===== src/hw/rtl/rws_pkg.sv =====
// Shared constants and types for the roulette wheel selection block.
package rws_pkg;

  localparam int FIT_W     = 32;
  localparam int FRAC_W    = 16;
  localparam int IDX_OUT_W = 8;

  localparam logic OP_LOAD = 1'b0;
  localparam logic OP_DRAW = 1'b1;

  typedef enum logic [5:0] {
    S_IDLE  = 6'b000001,
    S_PROD  = 6'b000010,
    S_SHIFT = 6'b000100,
    S_MUL   = 6'b001000,
    S_WALK  = 6'b010000,
    S_DONE  = 6'b100000
  } state_t;

endpackage


===== src/hw/rtl/rws_mul.sv =====
// Serial multiplier: wide unsigned word times a Q0.16 fraction, 16 bits a cycle.
module rws_mul #(
  parameter int SH_W = 41
) (
  input  logic                       clk,
  input  logic                       rst,
  input  logic                       start,
  input  logic [SH_W-1:0]            mcand,
  input  logic [rws_pkg::FRAC_W-1:0] frac,
  output logic                       done,
  output logic [SH_W-1:0]            product
);
  import rws_pkg::*;

  localparam int NCH   = (SH_W + FRAC_W - 1) / FRAC_W;
  localparam int PAD_W = NCH * FRAC_W;
  localparam int ACC_W = PAD_W + FRAC_W;
  localparam int CW    = $clog2(NCH + 1);

  logic [PAD_W-1:0]  sreg;
  logic [ACC_W-1:0]  acc;
  logic [FRAC_W-1:0] fr;
  logic [CW-1:0]     cnt;
  logic [2*FRAC_W-1:0] pp;

  // Chunks go in from the most significant end, so the accumulator shifts up.
  assign pp = sreg[PAD_W-1 -: FRAC_W] * fr;

  always_ff @(posedge clk) begin
    if (rst) begin
      cnt  <= '0;
      done <= 1'b0;
    end else begin
      done <= 1'b0;
      if (start) begin
        cnt <= CW'(NCH);
      end else if (cnt != '0) begin
        cnt  <= cnt - 1'b1;
        done <= (cnt == CW'(1));
      end
    end
  end

  always_ff @(posedge clk) begin
    if (start) begin
      sreg <= PAD_W'(mcand);
      fr   <= frac;
      acc  <= '0;
    end else if (cnt != '0) begin
      sreg <= sreg << FRAC_W;
      acc  <= (acc << FRAC_W) + ACC_W'(pp);
    end
  end

  assign product = acc[SH_W+FRAC_W-1:FRAC_W];

endmodule


===== config.mk =====
export PLATFORM = sky130hd
export DESIGN_NAME = rws_mul
export DESIGN_NICKNAME = d
export VERILOG_FILES = /design/src/hw/rtl/rws_pkg.sv /design/src/hw/rtl/rws_mul.sv
export SDC_FILE = /design/constraint.sdc
export NUM_CORES = 1
export LEC_CHECK = 0
export BUFFER_PORTS_ARGS = -buffer_cell sky130_fd_sc_hd__buf_2
export CAP_MARGIN = 20
export CORE_UTILIZATION = 57
export CTS_CLUSTER_DIAMETER = 150
export DETAILED_ROUTE_END_ITERATION = 8
export GPL_TIMING_DRIVEN = 0
export HOLD_SLACK_MARGIN = 0.06
export PLACE_DENSITY = 0.85
export REMOVE_ABC_BUFFERS = 1
export SLEW_MARGIN = 5
export SYNTH_ARGS = -nofsm -noshare
export SYNTH_HDL_FRONTEND = slang
export SYNTH_SLANG_ARGS = --single-unit

===== constraint.sdc =====
create_clock -name clk -period 6.25 [get_ports clk]
set_input_delay 0.9375 -clock clk [delete_from_list [all_inputs] [get_ports clk]]
set_output_delay 0.9375 -clock clk [all_outputs]
set_load 0.02 [all_outputs]

# After elaboration in Yosys (flattened, before gate mapping)
# Index checks and enable logic that the tools add are counted.
# word_totals
wordCells	18
n_memories	0
ramBits	0
rom_bits	0
out_inout_bits	42
reg_bits	124
input_bits	60
latchBits	0
# op_classes
n_reduce_logical	3
bitwise	1
mul	1
shift	0
div	0
n_mux	4
addsub	2
magnitude_cmp	0
n_eq_ne	1
# ops
cell	count
41-bit two-way mux	2
57-bit by 32-bit adder with 57-bit output	1
16-bit by 16-bit multiplier with 32-bit output	1
2-bit two-way mux	2
2-bit nonzero test	2
3-bit OR reduction	1
2-bit by 1-bit equality test with 1-bit output, second input constant	1
2-bit by 1-bit subtractor with 2-bit output, second input constant	1
1-bit inverter	1

# Logic depth before layout (Yosys ltp)
# logic_depth
word_depth	3
ltp_mapped	25
depth_no_buf	22

# Least setup slack after synthesis
# OpenSTA, ideal clock, no wires.
# synth_path
kind	reg2reg
startpoint	register fr[1]
endpoint	register acc[41]
path_slack_ps	98
t_arrival_ps	6035
t_required_ps	6133
synth_period_minus_slack_ps	6152
stages_incl_launch_ff	22
path_cell_list	edfxtp_1 > clkbuf_1 > nand2_1 > fa_1 > fa_1 > fa_1 > fa_1 > inv_1 > fa_1 > inv_1 > fa_1 > inv_1 > ha_1 > nand2_1 > o32ai_2 > o21ai_1 > a2111oi_0 > nor3_1 > buf_2 > nor4_1 > xor2_1 > a22o_1
# synth_via
elab_chain_cells	2
# synth_rtl
element	line	text
start, declared	rws_mul.sv:22	logic [FRAC_W-1:0] fr;
start signal, assigned	rws_mul.sv:47	fr <= frac;
16-bit by 16-bit multiplier with 32-bit output	rws_mul.sv:27	assign pp = sreg[PAD_W-1 -: FRAC_W] * fr;
57-bit by 32-bit adder with 57-bit output	rws_mul.sv:51	acc <= (acc << FRAC_W) + ACC_W'(pp);
end signal, assigned	rws_mul.sv:51	
end, declared	rws_mul.sv:21	logic [ACC_W-1:0] acc;
# Every way passes these cells.
# A chain may end at the register's enable or synchronous reset.

# Worst setup path after layout
# layout_path
startpoint	register sreg[46]
endpoint	register acc[40]
# layout_via
elab_chain_cells	2
# layout_rtl
element	line	text
start, declared	rws_mul.sv:20	logic [PAD_W-1:0] sreg;
start signal, assigned	rws_mul.sv:46	sreg <= PAD_W'(mcand);
start signal, assigned	rws_mul.sv:50	sreg <= sreg << FRAC_W;
16-bit by 16-bit multiplier with 32-bit output	rws_mul.sv:27	
57-bit by 32-bit adder with 57-bit output	rws_mul.sv:51	
# Every way passes these cells.

==> impl_metrics.py <==
metrics = {
    "status": {
        "status": "finished with violations",
        "violations": "negative setup slack",
    },
    "placement": {
        "portBuffers": 101,
        "hpwl_um": 27300,
        "placed_cell_area_sq_mm": 0.0153,
        "gp_congestion": 0.908,
    },
    "sta": {
        "whs_ns": 0.470,
        "worst_pin_slew_ns": 1.10,
        "period_needed_ns": 6.63,
        "drv_slew": 0,
        "finalSetupViolations": 28,
        "fin_crit_sh_pct": 106,
        "clock_skew_ns": 0.0170,
        "hold_viol": 0,
        "fmax_mhz": 151,
        "maxSlewHeadroom_pct": 26.5,
        "rsz0062_at_grt": "true",
        "worst_slack_ns": -0.376,
    },
    "routing": {
        "dr.pass1.iters": 6,
        "postRouteAntennaNets": 0,
        "drc_errors": 0,
        "drt-total-wl_um": 43700,
        "vias": 12500,
        "drtIter0Drc": 1276,
        "routed_via_density": 6.06,
        "wl_per_cell_um": 21.2,
    },
    "worst_setup_path": {
        "crit_slowest_cell": "dfxtp_2",
        "path_cells": "nand2_1, fa_1, fa_1, fa_1, fa_1, inv_1, fa_1, inv_1, fa_1, inv_1, ha_4, nand4_1, nor3_2, a311oi_4, a2111oi_4, o21ai_4, buf_4, a211oi_2, xnor2_1, a211oi_2",
        "critPathLaunchType": "register",
        "crit_type": "register to register",
        "crit_fanout": 17,
        "slowest_delay_ns": 0.63,
        "crit_path_end": "acc[40]",
        "timing.rr.start": "sreg[46]",
        "critPathBufInv": 4,
        "rr_endpoint": "acc[40]",
        "path_depth": 20,
        "crit_required_ns": 6.61,
        "cpLargestDelayFamily": "adder cells",
        "rr_worst_depth": 20,
        "cp_common_cell": "fa_1",
        "critPathArrivalTime_ns": 6.99,
        "r2r_setup_slack_ns": -0.38,
        "crit_start": "sreg[46]",
        "end_kind": "register",
    },
    "clocking": {
        "clk_path_buf_depth": 2,
        "clk_pin_slew_ns": 0.07,
        "htree_levels": 4,
        "clkSinkCount": 124,
        "tritoncts": "built",
        "clock_latency_ns": 0.44,
        "cts_root_buffer": "clkbuf_16",
        "holdBufCountCts": 0,
        "numCtsBuffers": 17,
    },
    "floorplan": {
        "fp.dieArea_sq_mm": 0.0268,
        "core_area_sq_mm": 0.0254,
        "start_util_pct": 58.8,
        "dieHeight_um": 164,
        "io_pins": 102,
        "die_x_um": 164,
        "num_rows": 58,
    },
    "global_routing": {
        "overflow": 0,
        "track_usage_pct": 32.3,
        "grt_pass1_wl_um": 66900,
        "antenna_found_initial": 0,
        "grt_pass1_vias": 13200,
        "grt_start_max_net_pins": 78,
    },
    "min_path": {
        "hp-class": "register to register",
    },
    "synthesis": {
        "syn_area_per_cell_sq_um": 9.27,
        "synth-seq-cells": 124,
        "synth_seq_area_share_pct": 20.5,
        "synthFlopType": "dfxtp_1",
        "synth-edff-count": 57,
        "async_flop_share_pct": 0,
        "syn_area_sq_mm": 0.0149,
        "syn_inst": 1609,
        "synthDistinctLibCells": 60,
        "synthesis.yosys.warnings": 0,
    },
    "job": {
        "drv_cap": 0,
    },
    "final_layout": {
        "syn_to_final_growth_pct": 18.5,
        "final_util_pct": 69.6,
        "num_antenna_cells": 0,
        "num-nets-final": 2111,
        "final_cell_mix": "inv_1, fa_1, nand2_1",
        "drive_above_1_share_pct": 22.3,
        "final_common_cell": "inv_1",
        "final_cell_area_sq_mm": 0.0177,
    },
}
==> cells by family after synthesis <==
kind of cell | Yosys count | share of synthesized area, %
compound gates | 180 | 8.35
xor+xnor | 45 | 2.64
fa+ha+maj | 332 | 38.4
buf+inv | 435 | 12.1
flops | 124 | 20.5
mux | 39 | 2.83
simple gates | 454 | 15.3
==> metrics by stage <==
stage / cells / setup TNS, ns / worst slack (ns)
2_1_floorplan: 1496 / -1.38 / -0.155
3_3_place_gp: 1927 / -46.31 / -1.21
3_5_place_dp: 1931 / -22.09 / -0.982
4_1_cts: 2039 / -0.802 / -0.154
5_1_grt: 2062 / -9.55 / -0.534
6_report: 2062 / -5.15 / -0.376
==> timing repair <==
action | CTS | global route
resized for setup | 107 | 75
buffers inserted | 77 | 21
setup endpoints to repair | 43 | 35
pin swaps | 48 | 54
==> tightest hold or removal path, cell delays in order, from the launching register on <==
cell	delay, ns
dfxtp_1	0.31
nand2_1	0.06
a21oi_1	0.05
==> sequential cells by signal, summed over array words and instances (netlist names) <==
name / count
acc: 57
sreg: 48
fr: 16
cnt: 2
done: 1
==> synth_stat cells, drive strengths merged (2+ instances only) <==
library cell,number,share of area [%]
nand2,173,4.4
ha,122,10
a32o,2,0.13
xnor2,26,1.5
mux2i,14,0.94
edfxtp,57,11
nor2,56,1.4
o2111ai,2,0.12
o21ai,28,0.96
and4,4,0.23
nor4b,4,0.28
o21bai,8,0.40
nor2b,4,0.17
o22ai,2,0.084
or3,4,0.17
o41ai,2,0.12
and3,9,0.38
buf,59,2.6
nor3,6,0.23
dfxtp,67,9.0
a2111oi,7,0.60
a31oi,5,0.21
clkbuf,54,1.4
and2,153,6.4
nor4,7,0.29
a211oi,20,1.0
nand4,11,0.50
fa,210,28
inv,321,8.1
mux2,25,1.9
xor2,19,1.1
a22o,19,1.1
a21o,11,0.55
o32ai,2,0.17
o211ai,5,0.34
nand3,19,0.64
a21oi,60,2.0
a311oi,2,0.20
==> metal layers <==
metal | vias to the layer above | wire (um) | track usage (%)
met5 | - | 0 | 0
met4 | 0 | 2850 | 17.8
met3 | 284 | 4220 | 6.99
met2 | 888 | 21200 | 54.3
met1 | 6097 | 15400 | 38.6
li1 | 5229 | - | -
==> cell type report <==
class                   instances  area [sq um]
multi-input cells            1050         10900
inverters                     322          1210
flip-flops and latches        124          3070
repair buffers                204          1490
fillers                      1656          7710
clock inverters                12           148
well taps                     330           413
clock buffers                  20           468
==> worst min path at each step <==
stage               startpoint      end  slack (ns)  depth (start not counted)
finish                 acc[11]  acc[11]        0.47                          2
global placement       acc[11]  acc[11]        0.45                          2
detailed placement     acc[42]  acc[42]        0.46                          1
CTS                    acc[11]  acc[11]        0.47                          2
global route           acc[11]  acc[11]        0.49                          2
floorplan              acc[11]  acc[11]        0.43                          2
Power is left out: the tool's default activity adds up to more than one toggle a clock period on the data nets, which glitch-free logic cannot reach.
